File: config.mk
export PLATFORM = sky130hd
export DESIGN_NAME = sorted_priority_queue_core_flat
export DESIGN_NICKNAME = d
export VERILOG_FILES = /design/src/rtl/core/spq_pkg.sv /design/src/rtl/core/spq_in_if.sv /design/src/rtl/core/spq_out_if.sv /design/src/rtl/core/sorted_priority_queue_core.sv /design/src/rtl/core/spq_ram.sv /design/src/rtl/core/spq_ctrl.sv /design/src/rtl/core/spq_dp.sv /design/src/flat_wrapper.sv
export SDC_FILE = /design/constraint.sdc
export NUM_CORES = 1
export LEC_CHECK = 0
export BUFFER_PORTS_ARGS = -buffer_cell sky130_fd_sc_hd__buf_2
export CORE_UTILIZATION = 34
export CTS_CLUSTER_SIZE = 12
export DETAILED_ROUTE_END_ITERATION = 8
export GPL_TIMING_DRIVEN = 1
export PLACE_DENSITY = 0.58
export SLEW_MARGIN = 0
export SYNTH_ARGS = -nofsm -noshare
export SYNTH_HDL_FRONTEND = slang
export SYNTH_HIERARCHICAL = 1
export SYNTH_SLANG_ARGS = --single-unit
File: constraint.sdc
create_clock -name clk_i -period 5.3 [get_ports clk_i]
set_input_delay 0.265 -clock clk_i [delete_from_list [all_inputs] [get_ports clk_i]]
set_output_delay 0.265 -clock clk_i [all_outputs]
set_load 0.01 [all_outputs]
File: src/rtl/core/spq_pkg.sv
package spq_pkg;

  localparam int unsigned ID_W   = 8;
  localparam int unsigned PRIO_W = 8;
  localparam int unsigned POS_W  = 4;

  typedef struct packed {
    logic latch;
    logic start_rd;
    logic step;
    logic shift_wr;
    logic place;
    logic place_zero;
    logic pop_commit;
    logic set_empty;
    logic set_full;
    logic load_out;
  } cmd_t;

  typedef struct packed {
    logic op_pop;
    logic occ_zero;
    logic occ_full;
    logic greater;
    logic idx_zero;
    logic out_free;
  } status_t;

endpackage

File: src/rtl/core/spq_in_if.sv
interface spq_in_if;
  import spq_pkg::*;

  logic              valid;
  logic              ready;
  logic              op;
  logic [ID_W-1:0]   entry_id;
  logic [PRIO_W-1:0] priority_req;

  modport source (output valid, output op, output entry_id, output priority_req, input ready);
  modport sink (input valid, input op, input entry_id, input priority_req, output ready);
endinterface

File: src/rtl/core/spq_out_if.sv
interface spq_out_if;
  import spq_pkg::*;

  logic              valid;
  logic              ready;
  logic [POS_W-1:0]  position;
  logic [ID_W-1:0]   head_id;
  logic [PRIO_W-1:0] head_priority;
  logic              was_empty;
  logic              was_full;

  modport source (
    output valid, output position, output head_id, output head_priority,
    output was_empty, output was_full, input ready
  );
  modport sink (
    input valid, input position, input head_id, input head_priority,
    input was_empty, input was_full, output ready
  );
endinterface

File: src/rtl/core/sorted_priority_queue_core.sv
// An item is accepted in the idle cycle and is then dispatched: a pop reads the head slot and
// commits, and an insert walks back from the tail past every stored entry of greater priority,
// shifting each up one slot, before it places the item; a pop of an empty queue or an insert
// into an empty or full queue goes straight to its result. The next item can be accepted in the
// cycle after the result is loaded; a result that waits for the sink holds off the input.
// Reset clears the occupancy, head pointer and output valid; the slot RAM is not cleared.
module sorted_priority_queue_core #(
  parameter int unsigned QUEUE_DEPTH   = 16,
  parameter int unsigned PRIORITY_BITS = 8
) (
  input  logic      clk_i,
  input  logic      rst_ni,
  spq_in_if.sink    in_i,
  spq_out_if.source out_o
);
  import spq_pkg::*;

  cmd_t    cmd;
  status_t status;

  spq_ctrl u_ctrl (
    .clk_i      (clk_i),
    .rst_ni     (rst_ni),
    .in_valid_i (in_i.valid),
    .in_ready_o (in_i.ready),
    .status_i   (status),
    .cmd_o      (cmd)
  );

  spq_dp #(
    .QUEUE_DEPTH   (QUEUE_DEPTH),
    .PRIORITY_BITS (PRIORITY_BITS)
  ) u_dp (
    .clk_i           (clk_i),
    .rst_ni          (rst_ni),
    .cmd_i           (cmd),
    .status_o        (status),
    .op_i            (in_i.op),
    .entry_id_i      (in_i.entry_id),
    .priority_req_i  (in_i.priority_req),
    .out_ready_i     (out_o.ready),
    .out_valid_o     (out_o.valid),
    .position_o      (out_o.position),
    .head_id_o       (out_o.head_id),
    .head_priority_o (out_o.head_priority),
    .was_empty_o     (out_o.was_empty),
    .was_full_o      (out_o.was_full)
  );

endmodule

File: src/rtl/core/spq_ram.sv
module spq_ram #(
  parameter int unsigned WIDTH = 16,
  parameter int unsigned DEPTH = 16
) (
  input  logic                     clk_i,
  input  logic                     we_i,
  input  logic [$clog2(DEPTH)-1:0] waddr_i,
  input  logic [WIDTH-1:0]         wdata_i,
  input  logic [$clog2(DEPTH)-1:0] raddr_i,
  output logic [WIDTH-1:0]         rdata_o
);

  logic [WIDTH-1:0] mem_q [DEPTH];

  always_ff @(posedge clk_i) begin
    if (we_i) begin
      mem_q[waddr_i] <= wdata_i;
    end
    rdata_o <= mem_q[raddr_i];
  end

endmodule

File: src/rtl/core/spq_ctrl.sv
module spq_ctrl (
  input  logic             clk_i,
  input  logic             rst_ni,
  input  logic             in_valid_i,
  output logic             in_ready_o,
  input  spq_pkg::status_t status_i,
  output spq_pkg::cmd_t    cmd_o
);
  import spq_pkg::*;

  localparam logic [2:0] S_IDLE     = 3'd0;
  localparam logic [2:0] S_DISPATCH = 3'd1;
  localparam logic [2:0] S_WALK     = 3'd2;
  localparam logic [2:0] S_PLACE0   = 3'd3;
  localparam logic [2:0] S_POP      = 3'd4;
  localparam logic [2:0] S_DONE     = 3'd5;

  logic [2:0] state_q, state_d;

  always_ff @(posedge clk_i or negedge rst_ni) begin
    if (!rst_ni) begin
      state_q <= S_IDLE;
    end else begin
      state_q <= state_d;
    end
  end

  always_comb begin
    state_d    = state_q;
    cmd_o      = '0;
    in_ready_o = 1'b0;
    case (state_q)
      S_IDLE: begin
        in_ready_o = 1'b1;
        if (in_valid_i) begin
          cmd_o.latch = 1'b1;
          state_d     = S_DISPATCH;
        end
      end
      S_DISPATCH: begin
        if (status_i.op_pop) begin
          if (status_i.occ_zero) begin
            cmd_o.set_empty = 1'b1;
            state_d         = S_DONE;
          end else begin
            cmd_o.start_rd = 1'b1;
            state_d        = S_POP;
          end
        end else if (status_i.occ_full) begin
          cmd_o.set_full = 1'b1;
          state_d        = S_DONE;
        end else if (status_i.occ_zero) begin
          cmd_o.place      = 1'b1;
          cmd_o.place_zero = 1'b1;
          state_d          = S_DONE;
        end else begin
          cmd_o.start_rd = 1'b1;
          state_d        = S_WALK;
        end
      end
      S_WALK: begin
        if (status_i.greater) begin
          cmd_o.shift_wr = 1'b1;
          if (status_i.idx_zero) begin
            state_d = S_PLACE0;
          end else begin
            cmd_o.step = 1'b1;
          end
        end else begin
          cmd_o.place = 1'b1;
          state_d     = S_DONE;
        end
      end
      S_PLACE0: begin
        cmd_o.place      = 1'b1;
        cmd_o.place_zero = 1'b1;
        state_d          = S_DONE;
      end
      S_POP: begin
        cmd_o.pop_commit = 1'b1;
        state_d          = S_DONE;
      end
      S_DONE: begin
        if (status_i.out_free) begin
          cmd_o.load_out = 1'b1;
          state_d        = S_IDLE;
        end
      end
      default: begin
        state_d = S_IDLE;
      end
    endcase
  end

endmodule

File: src/rtl/core/spq_dp.sv
module spq_dp #(
  parameter int unsigned QUEUE_DEPTH   = 16,
  parameter int unsigned PRIORITY_BITS = 8
) (
  input  logic                          clk_i,
  input  logic                          rst_ni,
  input  spq_pkg::cmd_t                 cmd_i,
  output spq_pkg::status_t              status_o,
  input  logic                          op_i,
  input  logic [spq_pkg::ID_W-1:0]      entry_id_i,
  input  logic [spq_pkg::PRIO_W-1:0]    priority_req_i,
  input  logic                          out_ready_i,
  output logic                          out_valid_o,
  output logic [spq_pkg::POS_W-1:0]     position_o,
  output logic [spq_pkg::ID_W-1:0]      head_id_o,
  output logic [spq_pkg::PRIO_W-1:0]    head_priority_o,
  output logic                          was_empty_o,
  output logic                          was_full_o
);
  import spq_pkg::*;

  localparam int unsigned IW = $clog2(QUEUE_DEPTH);
  localparam int unsigned OW = $clog2(QUEUE_DEPTH + 1);
  localparam int unsigned PW = (PRIORITY_BITS < PRIO_W) ? PRIORITY_BITS : PRIO_W;
  localparam int unsigned MW = ID_W + PW;
  localparam logic [IW:0] DEPTH_V = (IW + 1)'(QUEUE_DEPTH);
  localparam logic [OW-1:0] FULL_V = OW'(QUEUE_DEPTH);

  function automatic logic [IW-1:0] wrap_add(input logic [IW-1:0] a, input logic [IW-1:0] b);
    logic [IW:0] s;
    s = {1'b0, a} + {1'b0, b};
    if (s >= DEPTH_V) begin
      s = s - DEPTH_V;
    end
    return s[IW-1:0];
  endfunction

  logic [IW-1:0]          head_q;
  logic [OW-1:0]          occ_q;
  logic [IW-1:0]          idx_q;
  logic                   op_q;
  logic [ID_W-1:0]        id_q;
  logic [PW-1:0]          prio_q;
  logic [POS_W-1:0]       res_pos_q;
  logic [ID_W-1:0]        res_id_q;
  logic [PRIO_W-1:0]      res_prio_q;
  logic                   res_empty_q;
  logic                   res_full_q;
  logic                   out_valid_q;

  logic [MW-1:0]          rdata;
  logic [MW-1:0]          wdata;
  logic [IW-1:0]          rd_addr;
  logic [IW-1:0]          wr_addr;
  logic [IW-1:0]          wr_lp;
  logic [IW-1:0]          idx_p1;
  logic [IW-1:0]          idx_m1;
  logic [OW-1:0]          occ_m1;
  logic [ID_W-1:0]        rd_id;
  logic [PW-1:0]          rd_prio;
  logic [POS_W+IW-1:0]    pos_ext;
  logic [PRIO_W+PW-1:0]   prio_ext;
  logic                   we;

  assign rd_id    = rdata[MW-1:PW];
  assign rd_prio  = rdata[PW-1:0];
  assign idx_p1   = idx_q + 1'b1;
  assign idx_m1   = idx_q - 1'b1;
  assign occ_m1   = occ_q - 1'b1;
  assign rd_addr  = cmd_i.start_rd ? (op_q ? head_q : wrap_add(head_q, occ_m1[IW-1:0]))
                                   : wrap_add(head_q, idx_m1);
  assign wr_lp    = cmd_i.place_zero ? '0 : idx_p1;
  assign wr_addr  = wrap_add(head_q, wr_lp);
  assign we       = cmd_i.shift_wr | cmd_i.place;
  assign wdata    = cmd_i.place ? {id_q, prio_q} : rdata;
  assign pos_ext  = {{POS_W{1'b0}}, wr_lp};
  assign prio_ext = {{PRIO_W{1'b0}}, rd_prio};

  spq_ram #(
    .WIDTH (MW),
    .DEPTH (QUEUE_DEPTH)
  ) u_slots (
    .clk_i   (clk_i),
    .we_i    (we),
    .waddr_i (wr_addr),
    .wdata_i (wdata),
    .raddr_i (rd_addr),
    .rdata_o (rdata)
  );

  always_ff @(posedge clk_i or negedge rst_ni) begin
    if (!rst_ni) begin
      head_q      <= '0;
      occ_q       <= '0;
      out_valid_q <= 1'b0;
    end else begin
      if (cmd_i.place) begin
        occ_q <= occ_q + 1'b1;
      end else if (cmd_i.pop_commit) begin
        occ_q  <= occ_m1;
        head_q <= wrap_add(head_q, IW'(1));
      end
      if (cmd_i.load_out) begin
        out_valid_q <= 1'b1;
      end else if (out_ready_i) begin
        out_valid_q <= 1'b0;
      end
    end
  end

  always_ff @(posedge clk_i) begin
    if (cmd_i.latch) begin
      op_q   <= op_i;
      id_q   <= entry_id_i;
      prio_q <= priority_req_i[PW-1:0];
    end
    if (cmd_i.start_rd) begin
      idx_q <= occ_m1[IW-1:0];
    end else if (cmd_i.step) begin
      idx_q <= idx_m1;
    end
    if (cmd_i.set_empty || cmd_i.set_full || cmd_i.place || cmd_i.pop_commit) begin
      res_pos_q   <= cmd_i.place ? pos_ext[POS_W-1:0] : '0;
      res_id_q    <= cmd_i.pop_commit ? rd_id : '0;
      res_prio_q  <= cmd_i.pop_commit ? prio_ext[PRIO_W-1:0] : '0;
      res_empty_q <= cmd_i.set_empty;
      res_full_q  <= cmd_i.set_full;
    end
    if (cmd_i.load_out) begin
      position_o      <= res_pos_q;
      head_id_o       <= res_id_q;
      head_priority_o <= res_prio_q;
      was_empty_o     <= res_empty_q;
      was_full_o      <= res_full_q;
    end
  end

  assign out_valid_o       = out_valid_q;
  assign status_o.op_pop   = op_q;
  assign status_o.occ_zero = (occ_q == '0);
  assign status_o.occ_full = (occ_q == FULL_V);
  assign status_o.greater  = (rd_prio > prio_q);
  assign status_o.idx_zero = (idx_q == '0);
  assign status_o.out_free = !out_valid_q || out_ready_i;

endmodule
File: src/flat_wrapper.sv
// flat-port wrapper written by rule: the top's interface ports become plain ports
module sorted_priority_queue_core_flat import spq_pkg::*;
#(
  parameter int unsigned QUEUE_DEPTH   = 16,
  parameter int unsigned PRIORITY_BITS = 8
)
  (clk_i, rst_ni, in_i_valid, in_i_op, in_i_entry_id, in_i_priority_req, in_i_ready, out_o_valid, out_o_position, out_o_head_id, out_o_head_priority, out_o_was_empty, out_o_was_full, out_o_ready);
  spq_in_if in_i_i ();
  spq_out_if out_o_i ();
  input  logic clk_i;
  input  logic rst_ni;
  input wire logic [$bits(in_i_i.valid)-1:0] in_i_valid;
  input wire logic [$bits(in_i_i.op)-1:0] in_i_op;
  input wire logic [$bits(in_i_i.entry_id)-1:0] in_i_entry_id;
  input wire logic [$bits(in_i_i.priority_req)-1:0] in_i_priority_req;
  output wire logic [$bits(in_i_i.ready)-1:0] in_i_ready;
  output wire logic [$bits(out_o_i.valid)-1:0] out_o_valid;
  output wire logic [$bits(out_o_i.position)-1:0] out_o_position;
  output wire logic [$bits(out_o_i.head_id)-1:0] out_o_head_id;
  output wire logic [$bits(out_o_i.head_priority)-1:0] out_o_head_priority;
  output wire logic [$bits(out_o_i.was_empty)-1:0] out_o_was_empty;
  output wire logic [$bits(out_o_i.was_full)-1:0] out_o_was_full;
  input wire logic [$bits(out_o_i.ready)-1:0] out_o_ready;
  assign in_i_i.valid = in_i_valid;
  assign in_i_i.op = in_i_op;
  assign in_i_i.entry_id = in_i_entry_id;
  assign in_i_i.priority_req = in_i_priority_req;
  assign in_i_ready = in_i_i.ready;
  assign out_o_valid = out_o_i.valid;
  assign out_o_position = out_o_i.position;
  assign out_o_head_id = out_o_i.head_id;
  assign out_o_head_priority = out_o_i.head_priority;
  assign out_o_was_empty = out_o_i.was_empty;
  assign out_o_was_full = out_o_i.was_full;
  assign out_o_i.ready = out_o_ready;
  sorted_priority_queue_core #(.QUEUE_DEPTH(QUEUE_DEPTH), .PRIORITY_BITS(PRIORITY_BITS)) u_core (.clk_i(clk_i), .rst_ni(rst_ni), .in_i(in_i_i), .out_o(out_o_i));
endmodule
==> impl_metrics.ini <==
[clock_network]
hold_buffers = 18
cts_setup_buffers = 0
tritoncts = built
cts_resized = 0
cts_sinks = 350
htreeDepth = 2
worstSkewPairLatency_ns = 0.53
cts_buffer_depth = 3
cts_root_buf = clkbuf_16
cts_buffers = 38
clk_pin_slew_ns = 0.05

[final_layout]
nFillCells = 3549
final_cell_mix = 321 x edfxtp_1, 54 x mux4_2, 44 x buf_2, 39 x clkbuf_16, 33 x a22oi_1
n_antenna_cell = 0
utilization_pct = 40.53
layout_commonest_cell = edfxtp_1
final_layout_size_suffix_gt1_share_pct = 25.98
nets = 862
syn_to_final_growth_pct = 16.94

[global_route]
grt_pass1_wl_mm = 43.24
antenna_found_initial = 0
grt_start_max_net_pins = 65
grtUsageTotal_pct = 14.01
grt_pass1_vias = 6960
overflow = 0

[setup_path]
r2r_end = u_core/u_dp/u_slots/mem_q[0][0]$_DFFE_PP_
startpoint_type = flop
required_ns = 5.49
critPathCaptureType = flop
reg2reg_depth = 17
slowest_stage = or3b_2
crit_arrival_ns = 4.55
crit_fanout = 16
crit_type = flop to flop
r2r_slack_ns = 0.95
cp_cell_sequence = inv_1 -> ha_1 -> nand2_1 -> nor2_1 -> nor3b_1 -> o21ai_0 -> nor2_1 -> nand2b_1 -> inv_1 -> ha_1 -> a21o_1 -> a21oi_1 -> xor2_1 -> xnor2_1 -> or3b_2 -> nor3_2 -> buf_4
reg2reg_from = u_core/u_dp/occ_q[0]$_DFFE_PN0P_
slowest_delay_ns = 0.56

[sta]
tns_ns = 0
hold_violations = 0
skew_ns = 0.02136
period_needed_ns = 4.353
slew_headroom_pct = 31.39
fmax_ghz = 0.2297
slew_violations = 0
setup_viol = 0
hold_ws_ns = 0.07259
worstMarginPinSlew_ns = 1.029
rsz0062_at_grt = false
finalCritPeriodShare_pct = 82.13

[hold_path]
hp-class = primary input to flop
worstHoldEndpoint = u_core/u_dp/out_valid_o$_DFFE_PN0P_
hp-start = out_o_ready
hold_depth = 3

[detailed_routing]
ant_nets = 0
viasPerCell = 4.906
drcViolationCount = 0
wirelength_mm = 28.66
routedWlPerCell_um = 20.95
drt_first_iter_violations = 599
firstDrtPassIters = 6
num_vias = 6711

[floorplan]
die_h_um = 203.9
initial_core_util_pct = 34.66
rows = 73
core_area_um2 = 40010
die_w_um = 203.9
die_area_um2 = 41590
io_pins = 45

[synthesis]
avgSynthCellArea_um2 = 19.26
ys.flop_type = edfxtp_1
synth_edf_count = 321
seq_area_frac_synth_pct = 74.17
syn_area_um2 = 13870
synthArstFlopShare_pct = 3.714
synth_area_leader_cell = edfxtp_1
synth.distinct_cells = 52
syn_inst = 720
yosys_warnings = 6
synth_top_area_share_pct = 69.52
syn_nets = 766
yosys-top-cells-area = edfxtp_1 70%, mux4_2 8.8%, dfrtp_1 2.3%
ys_ff_latch = 350

[flow_run]
drv_cap = 0

[placed_design]
place_congestion = 0.7869
dp_hpwl_mm = 18.03
numPortBuffers = 44

[status]
status = finished clean
[through the flow]
step                cell area (um^2)  setup WS [ns]  cells
detailed placement             14860         0.9293   1283
global placement               14860         0.9615   1283
finish                         16210         0.9472   1368
global route                   16210         0.6011   1368
CTS                            16210         0.9107   1368
floorplan                      13870         0.6447    720
[state kept, by name, summed over array words and instances (netlist names), 3 cells and up]
name,flops
u_core/u_dp/occ_q,5
u_core/u_dp/idx_q,4
u_core/u_dp/position_o,4
u_core/u_dp/head_id_o,8
u_core/u_dp/head_priority_o,8
u_core/u_dp/res_id_q,8
u_core/u_dp/head_q,4
u_core/u_dp/res_prio_q,8
u_core/u_dp/id_q,8
u_core/u_dp/u_slots/mem_q,256
u_core/u_dp/u_slots/rdata_o,16
u_core/u_ctrl/state_q,3
u_core/u_dp/prio_q,8
u_core/u_dp/res_pos_q,4
[Yosys cell counts, types with 2 or more instances]
master,count
nor3b_1,3
nand4_1,3
a21oi_1,11
buf_1,5
clkbuf_1,11
a22oi_1,33
and2_1,20
o21ai_1,5
mux4_2,54
xor2_1,6
a21o_1,3
mux2i_1,5
dfxtp_1,16
or2_1,2
nor2b_1,7
ha_1,22
nand2_1,29
dfrtp_1,13
mux4_1,10
inv_1,20
buf_4,4
nand2b_1,8
nand3_1,2
buf_2,6
nor2_1,27
and4_1,2
nor3_1,9
xnor2_1,15
mux2_2,15
buf_6,6
fa_1,3
edfxtp_1,321
o21ai_0,4
nand3b_1,2
[critical path: cells and delay by family, from the launching register on]
| family | cells | cell delay, ns |
|---|---|---|
| DFF | 1 | 0.44 |
| AOI/OAI and AO/OA | 3 | 0.49 |
| xor gates and xnor gates | 2 | 0.38 |
| buffers and inverters | 3 | 0.47 |
| adders and majority gates | 2 | 0.52 |
| and+or+nand+nor | 7 | 1.72 |
[worst max-delay path by stage]
stage                                          start                                          to  slack (ns)  depth (start not counted)
finish              u_core/u_dp/occ_q[0]$_DFFE_PN0P_   u_core/u_dp/u_slots/mem_q[0][0]$_DFFE_PP_        0.95                         17
global route        u_core/u_dp/occ_q[0]$_DFFE_PN0P_   u_core/u_dp/u_slots/mem_q[0][0]$_DFFE_PP_        0.60                         17
CTS                 u_core/u_dp/occ_q[0]$_DFFE_PN0P_   u_core/u_dp/u_slots/mem_q[0][0]$_DFFE_PP_        0.91                         17
detailed placement  u_core/u_dp/occ_q[0]$_DFFE_PN0P_   u_core/u_dp/u_slots/mem_q[0][9]$_DFFE_PP_        0.93                         17
global placement    u_core/u_dp/occ_q[0]$_DFFE_PN0P_  u_core/u_dp/u_slots/mem_q[0][11]$_DFFE_PP_        0.96                         17
floorplan           u_core/u_dp/occ_q[0]$_DFFE_PN0P_   u_core/u_dp/u_slots/mem_q[0][0]$_DFFE_PP_        0.64                         16
[kinds of logic after synthesis]
logic type | after synthesis | synth area share [%]
AO/OA/AOI/OAI | 63 | 3.113
multiplexers | 85 | 12.33
buffers and inverters | 52 | 1.895
adder cells (fa/ha/maj) | 25 | 2.418
AND/OR/NAND/NOR | 124 | 4.747
XOR/XNOR | 21 | 1.327
flip-flops | 350 | 74.17
[final cells by class]
cell class | count | area [um^2] | share of cell area (%)
sequential | 350 | 10280 | 63.43
tap | 525 | 656.9 | 4.051
clock buffer | 54 | 1062 | 6.551
timing repair buffer | 88 | 620.6 | 3.827
inverter | 20 | 75.07 | 0.4630
clock inverter | 13 | 110.1 | 0.6791
multi-input combinational | 318 | 3405 | 21.00
[metal layers]
metal | vias to the layer above | GRT usage (%) | wire (um) | part of all wire [%]
li1 | 3047 | - | - | -
met1 | 3444 | 19.28 | 12670 | 44
met2 | 177 | 22.97 | 13910 | 49
met3 | 43 | 2.280 | 1505 | 5.3
met4 | 0 | 3.918 | 575 | 2.0
met5 | - | 0 | 0 | 0
Power is left out: the tool's default activity adds up to more than one toggle a clock period on the data nets, which glitch-free logic cannot reach.
